==> src/sv/trft_pkg.sv <==
// ============================================================================
// trft_pkg -- shared types, codes and the sine table builder
// Transaction types of both channels, register codes and the elaboration-time
// Q1.15 sine generator used by the truncated real Fourier transform block.
// ============================================================================
`default_nettype none

package trft_pkg;

   // Buffer geometry
   localparam int BUF_DEPTH  = 256;
   localparam int BUF_AW     = 8;
   localparam int DATA_W     = 32;

   // Arithmetic widths
   localparam int SINE_W     = 16;
   localparam int WEIGHT_W   = 17;
   localparam int PROD_W     = DATA_W + WEIGHT_W;
   localparam int FACTOR_W   = 11;
   localparam int CHAN_W     = 3;
   localparam int HARM_W     = 5;
   localparam int ORDER_W    = 2;

   // Configuration port
   localparam int CSR_IDX_W  = 2;
   localparam int CSR_DATA_W = 5;

   localparam logic [CSR_IDX_W-1:0] CSR_NUM_HARMONICS    = 2'd0;
   localparam logic [CSR_IDX_W-1:0] CSR_NUM_CHANNELS     = 2'd1;
   localparam logic [CSR_IDX_W-1:0] CSR_DIRECTION        = 2'd2;
   localparam logic [CSR_IDX_W-1:0] CSR_DERIVATIVE_ORDER = 2'd3;

   localparam logic [HARM_W-1:0]  HARM_RESET = 5'd8;
   localparam logic [CHAN_W-1:0]  CHAN_RESET = 3'd1;

   // Direction, derivative and action codes
   localparam logic DIR_FORWARD  = 1'b0;
   localparam logic DIR_BACKWARD = 1'b1;

   localparam logic [ORDER_W-1:0] ORDER_NONE   = 2'd0;
   localparam logic [ORDER_W-1:0] ORDER_FIRST  = 2'd1;
   localparam logic [ORDER_W-1:0] ORDER_SECOND = 2'd2;
   localparam logic [ORDER_W-1:0] ORDER_RSVD   = 2'd3;

   localparam logic ACT_LOAD = 1'b0;
   localparam logic ACT_READ = 1'b1;

   localparam logic signed [WEIGHT_W-1:0] MEAN_WEIGHT = 17'sd32768;

   localparam longint Q30_ONE = 64'sd1073741824;

   typedef struct packed {
      logic                     action;
      logic [BUF_AW-1:0]        position;
      logic signed [DATA_W-1:0] sample_value;
   } req_type;

   typedef struct packed {
      logic signed [DATA_W-1:0] result_value;
      logic                     range_error;
   } rsp_type;

   // sin(2*pi*p/2^lg) in Q1.15: odd series of sin(pi/2*t) to t^9 in Q30,
   // rounded half up to Q15, clamped to 0..32767 in the first quadrant.
   function automatic logic signed [SINE_W-1:0] sine_entry(input int p, input int lg);
      longint quarter;
      longint pm;
      longint r;
      longint t;
      longint t2;
      longint s;
      logic   neg;
      quarter = longint'(1) <<< (lg - 2);
      pm      = longint'(p) & ((longint'(1) <<< lg) - 1);
      neg     = 1'b0;
      if (pm <= quarter) begin
         r = pm;
      end else if (pm <= 2 * quarter) begin
         r = 2 * quarter - pm;
      end else if (pm <= 3 * quarter) begin
         r   = pm - 2 * quarter;
         neg = 1'b1;
      end else begin
         r   = 4 * quarter - pm;
         neg = 1'b1;
      end
      t  = r <<< (32 - lg);
      t2 = t * t / Q30_ONE;
      s  = 172272;
      s  = -5026987 + s * t2 / Q30_ONE;
      s  = 85569306 + s * t2 / Q30_ONE;
      s  = -693598666 + s * t2 / Q30_ONE;
      s  = 1686629713 + s * t2 / Q30_ONE;
      s  = s * t / Q30_ONE;
      s  = (s + 16384) / 32768;
      if (s < 0) begin
         s = 0;
      end
      if (s > 32767) begin
         s = 32767;
      end
      return neg ? SINE_W'(-s) : SINE_W'(s);
   endfunction

endpackage

`default_nettype wire

==> src/sv/trft_sine_rom.sv <==
// ============================================================================
// trft_sine_rom -- Q1.15 sine table
// One full period of NUM_SAMPLES entries, built at elaboration, registered read.
// ============================================================================
`default_nettype none

module trft_sine_rom import trft_pkg::*; #(
   parameter int NUM_SAMPLES = 64
) (
   input  wire logic                             clock,
   input  wire logic                             rd_en,
   input  wire logic [$clog2(NUM_SAMPLES)-1:0]   rd_idx,
   output logic signed [SINE_W-1:0]              rd_data
);

   localparam int LG_N = $clog2(NUM_SAMPLES);

   logic signed [SINE_W-1:0] rom_table [NUM_SAMPLES];
   logic signed [SINE_W-1:0] rd_data_ff;

   for (genvar g = 0; g < NUM_SAMPLES; g++) begin : g_entry
      assign rom_table[g] = sine_entry(g, LG_N);
   end

   always_ff @(posedge clock) begin
      if (rd_en) begin
         rd_data_ff <= rom_table[rd_idx];
      end
   end

   assign rd_data = rd_data_ff;

endmodule

`default_nettype wire

==> config.mk <==
export PLATFORM = sky130hd
export DESIGN_NAME = trft_sine_rom
export DESIGN_NICKNAME = d
export VERILOG_FILES = /design/src/sv/trft_pkg.sv /design/src/sv/trft_sine_rom.sv
export SDC_FILE = /design/constraint.sdc
export NUM_CORES = 1
export LEC_CHECK = 0
export ABC_AREA = 1
export BUFFER_PORTS_ARGS = -buffer_cell sky130_fd_sc_hd__clkbuf_2
export CORE_UTILIZATION = 42
export CTS_CLUSTER_SIZE = 14
export DETAILED_ROUTE_END_ITERATION = 10
export GPL_TIMING_DRIVEN = 0
export HOLD_SLACK_MARGIN = 0.08
export SLEW_MARGIN = 20
export SYNTH_ARGS = -nofsm -noshare
export SYNTH_HDL_FRONTEND = slang
export SYNTH_SLANG_ARGS = --single-unit
==> constraint.sdc <==
create_clock -name clock -period 1.7 [get_ports clock]
set_clock_uncertainty 0.1 [all_clocks]
set_input_delay 0.34 -clock clock [delete_from_list [all_inputs] [get_ports clock]]
set_output_delay 0.34 -clock clock [all_outputs]
set_load 0.01 [all_outputs]
==> results of run 1 <==
logic make-up after synthesis:
group / synth area share (%)
flops: 24.5
buf+inv: 9.57
fa+ha+maj: 6.38
simple gates: 51.6
compound gates: 7.97
synthesized netlist by cell type:
master / count
nor3_1: 2
a21oi_1: 16
inv_1: 19
o21ai_1: 3
o21ai_0: 8
a31oi_1: 1
edfxtp_1: 16
inv_2: 6
nand2_4: 2
nor2_4: 1
nand3_1: 59
nor2_1: 44
buf_6: 2
nor2_2: 1
ha_1: 10
buf_1: 1
o211ai_1: 2
buf_2: 6
nand2_2: 6
buf_4: 4
nand2_1: 122
clkbuf_1: 2
nand4_1: 1
placed cells by master, fill, tap and decap left out:
cell type	n
a21oi_1	14
a21oi_2	2
a31oi_1	1
buf_1	1
buf_2	6
buf_4	7
buf_6	3
clkbuf_1	2
clkbuf_2	20
clkbuf_4	1
clkbuf_8	4
clkinvlp_4	1
edfxtp_1	16
ha_1	6
ha_2	1
ha_4	3
inv_1	15
inv_2	9
nand2_1	115
nand2_2	8
nand2_4	7
nand3_1	59
nand4_1	1
nor2_1	43
nor2_2	2
nor2_4	1
nor3_1	2
o211ai_1	2
o21ai_0	7
o21ai_1	3
o21ai_2	1
repair_timing:
item | 4_1_cts | 5_1_grt
pin swaps | 1 | 5
buffers inserted | 2 | 2
endpoints found under the setup margin | 14 | 9
gates resized for setup | 12 | 20
power breakdown:
| group | total (mW) | switching, mW | internal (mW) |
|---|---|---|---|
| Combinational | 0.579 | 0.386 | 0.193 |
| Clock | 0.305 | 0.147 | 0.157 |
| Sequential | 0.499 | 0.00945 | 0.489 |
stage by stage:
| stage | util, % | setup WS, ns | instance area (um2) | instances |
|---|---|---|---|---|
| detailed placement | 48.4 | -0.515 | 2140 | 408 |
| CTS | 50.9 | 0.0102 | 2250 | 413 |
| global placement | 48.4 | -0.558 | 2140 | 408 |
| global route | 52.6 | -0.00836 | 2320 | 415 |
| floorplan | - | 0.0327 | 1960 | 334 |
| finish | 52.6 | 0.0231 | 2320 | 415 |
cell type report:
| class | instances | area, um2 | share of cell area [%] |
|---|---|---|---|
| clock buffer | 3 | 41.3 | 1.78 |
| multi-input combinational | 278 | 1390 | 59.8 |
| inverter | 25 | 97.6 | 4.20 |
| timing repair buffer | 26 | 155 | 6.68 |
| tap | 52 | 65.1 | 2.80 |
| sequential | 16 | 480 | 20.7 |
| buffer | 15 | 93.8 | 4.04 |
final timing paths:
check  startpoint                     to
max     rd_idx[0]  rd_data[13]$_DFFE_PP_
min     rd_idx[5]   rd_data[7]$_DFFE_PP_
layer usage:
layer	track usage [%]	routed length (um)	vias to the layer above
li1	-	-	1145
met1	42.3	2960	1052
met2	41.2	3040	174
met3	5.63	828	43
met4	16.7	389	0
met5	0	0	-
==> metrics.md, run 1 <==
| Metric | Value |
|---|---|
| DR vias | 2,414 |
| Placer congestion estimate | between 0.9 and 1 |
| Horiz. Die Dim | 70.3 um |
| Clock sinks | 16 |
| Global Route Usage Sum | 29.6% |
| PortBufs | 22 |
| Vias/cell | 5.82 |
| Worst-margin pin slew | 0.615 ns |
| CTS Buf Count | 3 |
| Starting DRT DRC Count | 297 |
| CP top delay family | buffers and inverters |
| Initial antenna violation count | 0 |
| Clk root buf | clkbuf_8 |
| I/O pin total | 24 |
| P_leak | 1.21 nW |
| Synth cell types | 23 |
| Final Max Slew Viols | 0 |
| Crit path kind | primary input to flop |
| Total grt overflow | 0 |
| Period utilization | between 90% and 100% |
| Crit path DAT | 1.58 ns |
| Nets | 383 |
| Max FO, Critical Path | 9 |
| Cells on Worst Hold Path | 5 |
| Post-route setup TNS | 0 ns |
| Slowest CP cell | ha_2 |
| Mapped Avg Cell Area | 5.87 um2 |
| Worst Path Buf+Inv | 4 |
| Ranking of synthesized cells by area | edfxtp_1, nand2_1, nand3_1 |
| Layout cells sized above 1 | 20.9% |
| Tot Pwr | approximately 1.4 mW |
| Worst VDD drop | 0.263 mV |
| Setup violations, final | 0 |
| Diodes inserted | 0 |
| Fillers | 466 |
| FMAX | 596 MHz |
| Vias in the first global route | approximately 2,100 |
| Hold Path Class | primary input to flop |
| Register area share after synthesis | 24.5% |
| Most area-hungry cell type in the Yosys netlist | edfxtp_1 |
| Hold Fails Final Rpt | 0 |
| Startpoint types | primary input |
| CTS tree | done |
| Most used cell, CP | nand2_1 |
| DRC viols | 0 |
| Die Span Y | between 70 and 80 um |
| Synth Instances | 334 |
| Worst hold-check slack | approximately 0.52 ns |
| Drt first pass iters | 7 |
| First-pass GRT wire length | 11,300 um |
| Slew headroom | 59.0% |
| Synth Cell Area | 1960 um2 |
| Top cell type's share of synthesized area | 24.5% |
| Final wirelength | between 7000 and 8000 um |
| RSZ-0062 raised after global routing | true |
| Dpl hpwl | around 5000 um |
| # rows | 24 |
| Wire per inst | 17.4 um |
| CTS Hold Buffers Added | 0 |
| Layout area overhead | 18.4% |
| Max_cap viols | 0 |
| Die area | approximately 5000 um2 |
| CP max stage delay | 0.22 ns |
| Synth Warn # | 0 |
| Cell depth of the worst setup path | 11 |
| Crit end category | flop |
| Core Region | 4410 um2 |
| Ratio of total power to cell area | 595 nW/um2 |
| Worst path required time | 1.60 ns |
| Tmin final | 1.68 ns |
| Maximum number of pins on one net before global-route repair | 17 |
| Cell Chain, Critical Path | clkbuf_8 > clkinvlp_4 > buf_6 > ha_2 > nand2_4 > buf_4 > nand2_1 > nand2_1 > o21ai_0 > nand2_1 > nand2_1 |
| Status | finished clean |
| FF+latch count, synth | 16 |
| CTS HTree Levels | 1 |
| Reg clk slew, reported paths | 0.07 ns |
| Number of flip-flops in the largest register | 16 |
| Antenna-violating nets left | 0 |
| CTS Buffer Depth | 2 |
| Starting density of the core | between 40% and 50% |
| Synthesized net count | 352 |
Power figures use the tool's default switching activity.
==> inputs of run 2 (changes only) <==
- CORE_ASPECT_RATIO: default -> 0.9
==> run 2 against run 1 <==
  * Combinational power about the same
  * First-iteration DRC count up 31%
  * Clock power up 3%
  * Routed wire length up 4.3%
  * Sequential share of layout area about the same
  * Final area up 0.11%
  * Total power up 0.90%
  * Worst hold slack worse by 0.0043 ns
  * Sequential cell count unchanged
  * Via count about the same
  * Final cell count up 2.4%
  * Utilization down 0.49 points
  * Critical path type unchanged
==> metrics.md, run 2 (same netlist as run 1, synthesis figures left out) <==
| Metric | Value |
|---|---|
| Cell Int Power | 0.843 mW (was 0.840 mW) |
| Hold Path Class | primary input to flop (unchanged) |
| Diodes inserted | 0 (unchanged) |
| Crit path launch | rd_idx[0] (unchanged) |
| Initial antenna violation count | 0 (unchanged) |
| Cells after DPL | 418 (was 408) |
| Routed metal-1 wirelength | 3200 um (was 2960 um) |
| Final Max Slew Viols | 0 (unchanged) |
| Cells on Worst Hold Path | 6 (was 5) |
| Max_cap viols | 0 (unchanged) |
| Vias in the first global route | 2,168 (was 2,141) |
| Multi-input gate area | 1380 um2 (was 1390 um2) |
| Met3 wire len | 907 um (was 828 um) |
| Post-placement cell area | 2150 um2 (was 2140 um2) |
| Core Region | 4460 um2 (was 4410 um2) |
| CTS Buf Count | 3 (unchanged) |
| DRC viols | 0 (unchanged) |
| Fillers | 475 (was 466) |
| Crit path DAT | 1.54 ns (was 1.58 ns) |
| Tmin final | 1.61 ns (was 1.68 ns) |
| Layout area overhead | 18.6% (was 18.4%) |
| Starting DRT DRC Count | 388 (was 297) |
| Top Layer Used | met4 (unchanged) |
| Ratio of total power to cell area | 600 nW/um2 (was 595 nW/um2) |
| Dpl hpwl | 5280 um (was 5140 um) |
| P_sw | 0.553 mW (was 0.543 mW) |
| Most frequent cells in the layout | nand2_1, nand3_1, nor2_1 (unchanged) |
| Setup violations, final | 0 (unchanged) |
| Hold Fails Final Rpt | 0 (unchanged) |
| Nets | 382 (was 383) |
| Slew headroom | 60.5% (was 59.0%) |
| Placer congestion estimate | 0.981 (was 0.992) |
| Antenna-violating nets left | 0 (unchanged) |
| Reg power frac | 35.8% (was 36.1%) |
| Crit path kind | primary input to flop (unchanged) |
| Max FO, Critical Path | 9 (unchanged) |
| CTS HTree Levels | 1 (unchanged) |
| Wire per inst | 17.7 um (was 17.4 um) |
| I/O pin total | 24 (unchanged) |
| Number of flip-flops in the largest register | 16 (unchanged) |
| Clock share of power | 22.5% (was 22.0%) |
| First-pass GRT wire length | 11,700 um (was 11,300 um) |
| # rows | 23 (was 24) |
| Layout cells sized above 1 | 20.4% (was 20.9%) |
| Global Route Usage Sum | 32.4% (was 29.6%) |
| Period utilization | 94.9% (was 98.6%) |
| FMAX | 620 MHz (was 596 MHz) |
| Drt first pass iters | 6 (was 7) |
| Sequential cell area | 480 um2 (unchanged) |
| P_leak | 1.19 nW (was 1.21 nW) |
| Final core utilization | 52.1% (was 52.6%) |
| Final wirelength | 7540 um (was 7220 um) |
| Worst VDD drop | 0.307 mV (was 0.263 mV) |
| Sw Share | 39.6% (was 39.2%) |
| HP Start | rd_idx[5] (unchanged) |
| Die Span Y | 66.8 um (was 70.3 um) |
| Status | finished clean (unchanged) |
| PortBufs | 22 (unchanged) |
| Total grt overflow | 0 (unchanged) |
| Most common cell after layout, fill and taps aside | nand2_1 (unchanged) |
| DR vias | 2,416 (was 2,414) |
| Worst-margin pin slew | 0.593 ns (was 0.615 ns) |
| CTS Buffer Depth | 2 (unchanged) |
| Startpoint types | primary input (unchanged) |
| CTS tree | done (unchanged) |
| Tot Pwr | 1.40 mW (was 1.38 mW) |
| Clk root buf | clkbuf_8 (unchanged) |
| Starting density of the core | 44.0% (was 44.4%) |
| Crit end category | flop (unchanged) |
| Die area | 4950 um2 (about the same) |
| Combinational share of power | 41.7% (was 41.9%) |
| Min-Delay Endpoint | rd_data[3]$_DFFE_PP_ (was rd_data[7]$_DFFE_PP_) |
| Post-route cell area | 2330 um2 (was 2320 um2) |
| Metal2 WL | 3120 um (was 3040 um) |
| Worst path required time | 1.63 ns (was 1.60 ns) |
| Non-Filler Instances | 425 (was 415) |
| Maximum number of pins on one net before global-route repair | 17 (unchanged) |
| CTS Hold Buffers Added | 0 (unchanged) |
| Clock sinks | 16 (unchanged) |
| Horiz. Die Dim | 74.0 um (was 70.3 um) |
| Vias/cell | 5.68 (was 5.82) |
| Reg clk slew, reported paths | 0.08 ns (was 0.07 ns) |
[run 2: per-layer routing]
layer	global-route usage, %	vias up
li1	-	1143
met2	46.6	183
met5	0	-
met4	12.0	0
met1	47.9	1056
met3	4.69	34
[run 2: area by class of cell]
| class | instances | share of cell area, % |
|---|---|---|
| Multi-Input combinational cell | 278 | 59.3 |
| Sequential cell | 16 | 20.7 |
| Timing Repair Buffer | 25 | 6.40 |
| Inverter | 25 | 4.30 |
| Buffer | 15 | 4.03 |
| Tap cell | 62 | 3.34 |
| Clock buffer | 3 | 1.78 |
| Clock inverter | 1 | 0.161 |
[run 2: how the worst max path moves through the flow]
stage | to | slack [ns] | depth (start not counted)
2_1_floorplan | rd_data[8]$_DFFE_PP_ | 0.03 | 8
4_1_cts | rd_data[3]$_DFFE_PP_ | -0.05 | 11
6_report | rd_data[4]$_DFFE_PP_ | 0.09 | 11
3_3_place_gp | rd_data[10]$_DFFE_PP_ | -0.51 | 9
5_1_grt | rd_data[13]$_DFFE_PP_ | -0.006 | 11
3_5_place_dp | rd_data[10]$_DFFE_PP_ | -0.48 | 9
[run 2: stage by stage]
stage / setup WS, ns / hold WS, ns / TNS (ns)
CTS: -0.0514 / 0.508 / -0.0514
finish: 0.0863 / 0.517 / 0
floorplan: 0.0327 / 0.352 / 0
global placement: -0.508 / 0.656 / -5.68
detailed placement: -0.483 / 0.656 / -5.39
global route: -0.00604 / 0.546 / -0.00604
[run 2: timing repair]
action	in CTS	in global routing
resized for setup	11	22
pin swaps	1	4
setup endpoints to repair	13	14
setup buffers	2	1
[run 2: critical path, cell delays in order]
cell and delay, ns:
buf_8 0.11, clkinvlp_4 0.16, buf_6 0.18, ha_2 0.21
nand2_2 0.11, buf_4 0.13, nand2_1 0.07, nand3_1 0.09
nand2_1 0.06, nand2_1 0.06, inv_1 0.03
[run 2: power groups by stage]
stage                     registers (mW)  clock network (mW)  logic [mW]
final                              0.499               0.314       0.582
after global routing               0.505               0.331       0.640
after floorplan                    0.535                   0       0.327
after global placement             0.507                   0       0.532
after CTS                          0.499               0.321       0.542
after detailed placement           0.509                   0       0.526
==> inputs of run 3 (changes only) <==
- REMOVE_ABC_BUFFERS: default -> 1
==> run 3 against run 2 <==
  * Total power down 3.3%
  * Routed wire length down 13%
  * Clock-buffer cell count unchanged
  * Clock power down 4%
  * Critical path depth unchanged
  * Setup slack worse by 0.049 ns
  * Combinational power down 5.7%
  * First-iteration DRC count down 33%
  * Die area unchanged
  * Global-route usage down 3.5 points
  * Utilization down 1.2 points
  * Worst hold slack worse by 0.0074 ns
  * Critical endpoint is now rd_data[2]$_DFFE_PP_
==> metrics.md, run 3 (same netlist as run 1, synthesis figures left out) <==
| Metric | Value |
|---|---|
| Final wirelength | 6570 um (was 7540 um) |
| Global Route Usage Sum | 29.0% (was 32.4%) |
| Vias in the first global route | 2,088 (was 2,168) |
| Min-Delay Endpoint | rd_data[0]$_DFFE_PP_ (was rd_data[3]$_DFFE_PP_) |
| Layout area overhead | 15.9% (was 18.6%) |
| FMAX | 601 MHz (was 620 MHz) |
| CTS HTree Levels | 1 (unchanged) |
| Cells on Worst Hold Path | 1 (was 6) |
| Placer congestion estimate | 0.939 (was 0.981) |
| Crit path kind | primary input to flop (unchanged) |
| Starting density of the core | 44.0% (unchanged) |
| Cell Int Power | 0.829 mW (was 0.843 mW) |
| Most frequent cells in the layout | nand2_1, nand3_1, nor2_1 (unchanged) |
| Final core utilization | 51.0% (was 52.1%) |
| Met3 wire len | 690 um (was 907 um) |
| Hold Path Class | primary input to flop (unchanged) |
| Nets | 371 (was 382) |
| Clk root buf | clkbuf_8 (unchanged) |
| CTS Buf Count | 3 (unchanged) |
| Core Region | 4460 um2 (unchanged) |
| PortBufs | 23 (was 22) |
| Slew headroom | 67.2% (was 60.5%) |
| Ratio of total power to cell area | 594 nW/um2 (was 600 nW/um2) |
| Die area | 4950 um2 (unchanged) |
| Most common cell after layout, fill and taps aside | nand2_1 (unchanged) |
| Max FO, Critical Path | 9 (unchanged) |
| # rows | 23 (unchanged) |
| Worst VDD drop | 0.262 mV (was 0.307 mV) |
| Diodes inserted | 0 (unchanged) |
| Sw Share | 38.6% (was 39.6%) |
| Crit path DAT | 1.58 ns (was 1.54 ns) |
| Final Max Slew Viols | 0 (unchanged) |
| Reg clk slew, reported paths | 0.07 ns (was 0.08 ns) |
| Maximum number of pins on one net before global-route repair | 30 (was 17) |
| Clock sinks | 16 (unchanged) |
| Combinational share of power | 40.7% (was 41.7%) |
| Worst-margin pin slew | 0.492 ns (was 0.593 ns) |
| Vias/cell | 5.58 (was 5.68) |
| I/O pin total | 24 (unchanged) |
| Setup violations, final | 0 (unchanged) |
| Initial antenna violation count | 0 (unchanged) |
| First-pass GRT wire length | 10,800 um (was 11,700 um) |
| Tmin final | 1.66 ns (was 1.61 ns) |
| Antenna-violating nets left | 0 (unchanged) |
| Tot Pwr | 1.35 mW (was 1.40 mW) |
| Crit end category | flop (unchanged) |
| Dpl hpwl | 4450 um (was 5280 um) |
| Starting DRT DRC Count | 259 (was 388) |
| Status | finished clean (unchanged) |
| Routed metal-1 wirelength | 2960 um (was 3200 um) |
| CTS tree | done (unchanged) |
| Top Layer Used | met4 (unchanged) |
| Period utilization | 97.8% (was 94.9%) |
| Metal2 WL | 2800 um (was 3120 um) |
| Hold Fails Final Rpt | 0 (unchanged) |
| Startpoint types | primary input (unchanged) |
| Clock share of power | 22.4% (was 22.5%) |
| Layout cells sized above 1 | 17.9% (was 20.4%) |
| Wire per inst | 15.9 um (was 17.7 um) |
| Max_cap viols | 0 (unchanged) |
| HP Start | rd_en (was rd_idx[5]) |
| Die Span Y | 66.8 um (unchanged) |
| P_leak | 1.16 nW (was 1.19 nW) |
| Drt first pass iters | 5 (was 6) |
| DRC viols | 0 (unchanged) |
| Worst path required time | 1.61 ns (was 1.63 ns) |
| P_sw | 0.520 mW (was 0.553 mW) |
| Number of flip-flops in the largest register | 16 (unchanged) |
| Horiz. Die Dim | 74.0 um (unchanged) |
| CTS Buffer Depth | 2 (unchanged) |
| Reg power frac | 36.9% (was 35.8%) |
| Total grt overflow | 0 (unchanged) |
| DR vias | 2,305 (was 2,416) |
[run 3: changes by cell type in the layout (fill, tap and decap cells not counted), sizes merged]
cell / delta
buf: -8
clkbuf: -3
clkinv: -1
[run 3: repair_timing]
item | CTS | global route
hold buffers | 0 | 0
pin swaps | 0 | 7
endpoints found under the setup margin | 15 | 13
resized for setup | 13 | 27
buffers inserted | 3 | 3
[run 3: worst max-delay path by stage]
stage | from | endpoint | slack [ns] | cells after the start
finish | rd_idx[0] | rd_data[2]$_DFFE_PP_ | 0.04 | 11
global route | rd_idx[0] | rd_data[2]$_DFFE_PP_ | -0.007 | 11
CTS | rd_idx[0] | rd_data[7]$_DFFE_PP_ | 0.005 | 13
detailed placement | rd_idx[3] | rd_data[11]$_DFFE_PP_ | -0.71 | 7
global placement | rd_idx[3] | rd_data[11]$_DFFE_PP_ | -0.74 | 7
floorplan | rd_idx[0] | rd_data[8]$_DFFE_PP_ | 0.02 | 8
[run 3: final cells by class]
type / count / area (um2)
flip-flops and latches: 16 / 480
repair buffers: 29 / 188
well taps: 62 / 77.6
clock buffers: 3 / 41.3
inverters: 25 / 108
multi-input cells: 278 / 1380
fillers: 469 / 2190
[run 3: through the flow]
stage	instance area (um2)	worst slack [ns]	setup TNS [ns]	cells	hold slack, ns
CTS	2170	0.00506	0	410	0.538
floorplan	1870	0.0158	0	319	0.352
global placement	2060	-0.736	-8.52	404	0.656
finish	2270	0.0371	0	413	0.509
global route	2270	-0.00713	-0.00818	413	0.571
detailed placement	2060	-0.708	-8.19	404	0.656
[run 3: layer usage]
metal	GRT usage, %	vias up
li1	-	1123
met1	43.2	1037
met2	43.9	131
met3	2.72	14
met4	7.45	0
met5	0	-
[run 3: power groups by stage]
stage / combinational [mW] / clock, mW / sequential, mW
5_1_grt: 0.611 / 0.310 / 0.504
4_1_cts: 0.512 / 0.298 / 0.499
6_report: 0.549 / 0.302 / 0.498
3_5_place_dp: 0.490 / 0 / 0.507
3_3_place_gp: 0.494 / 0 / 0.507
2_1_floorplan: 0.288 / 0 / 0.535
[run 3: worst max-delay path, stage by stage]
cell and delay, ns:
buf_8 0.11, clkinvlp_4 0.19, ha_4 0.23, inv_1 0.08, nand2_2 0.13, nand2_2 0.12, inv_1 0.06, nand2_1 0.07
nand3_1 0.09, nand3_1 0.09, nand2_1 0.06
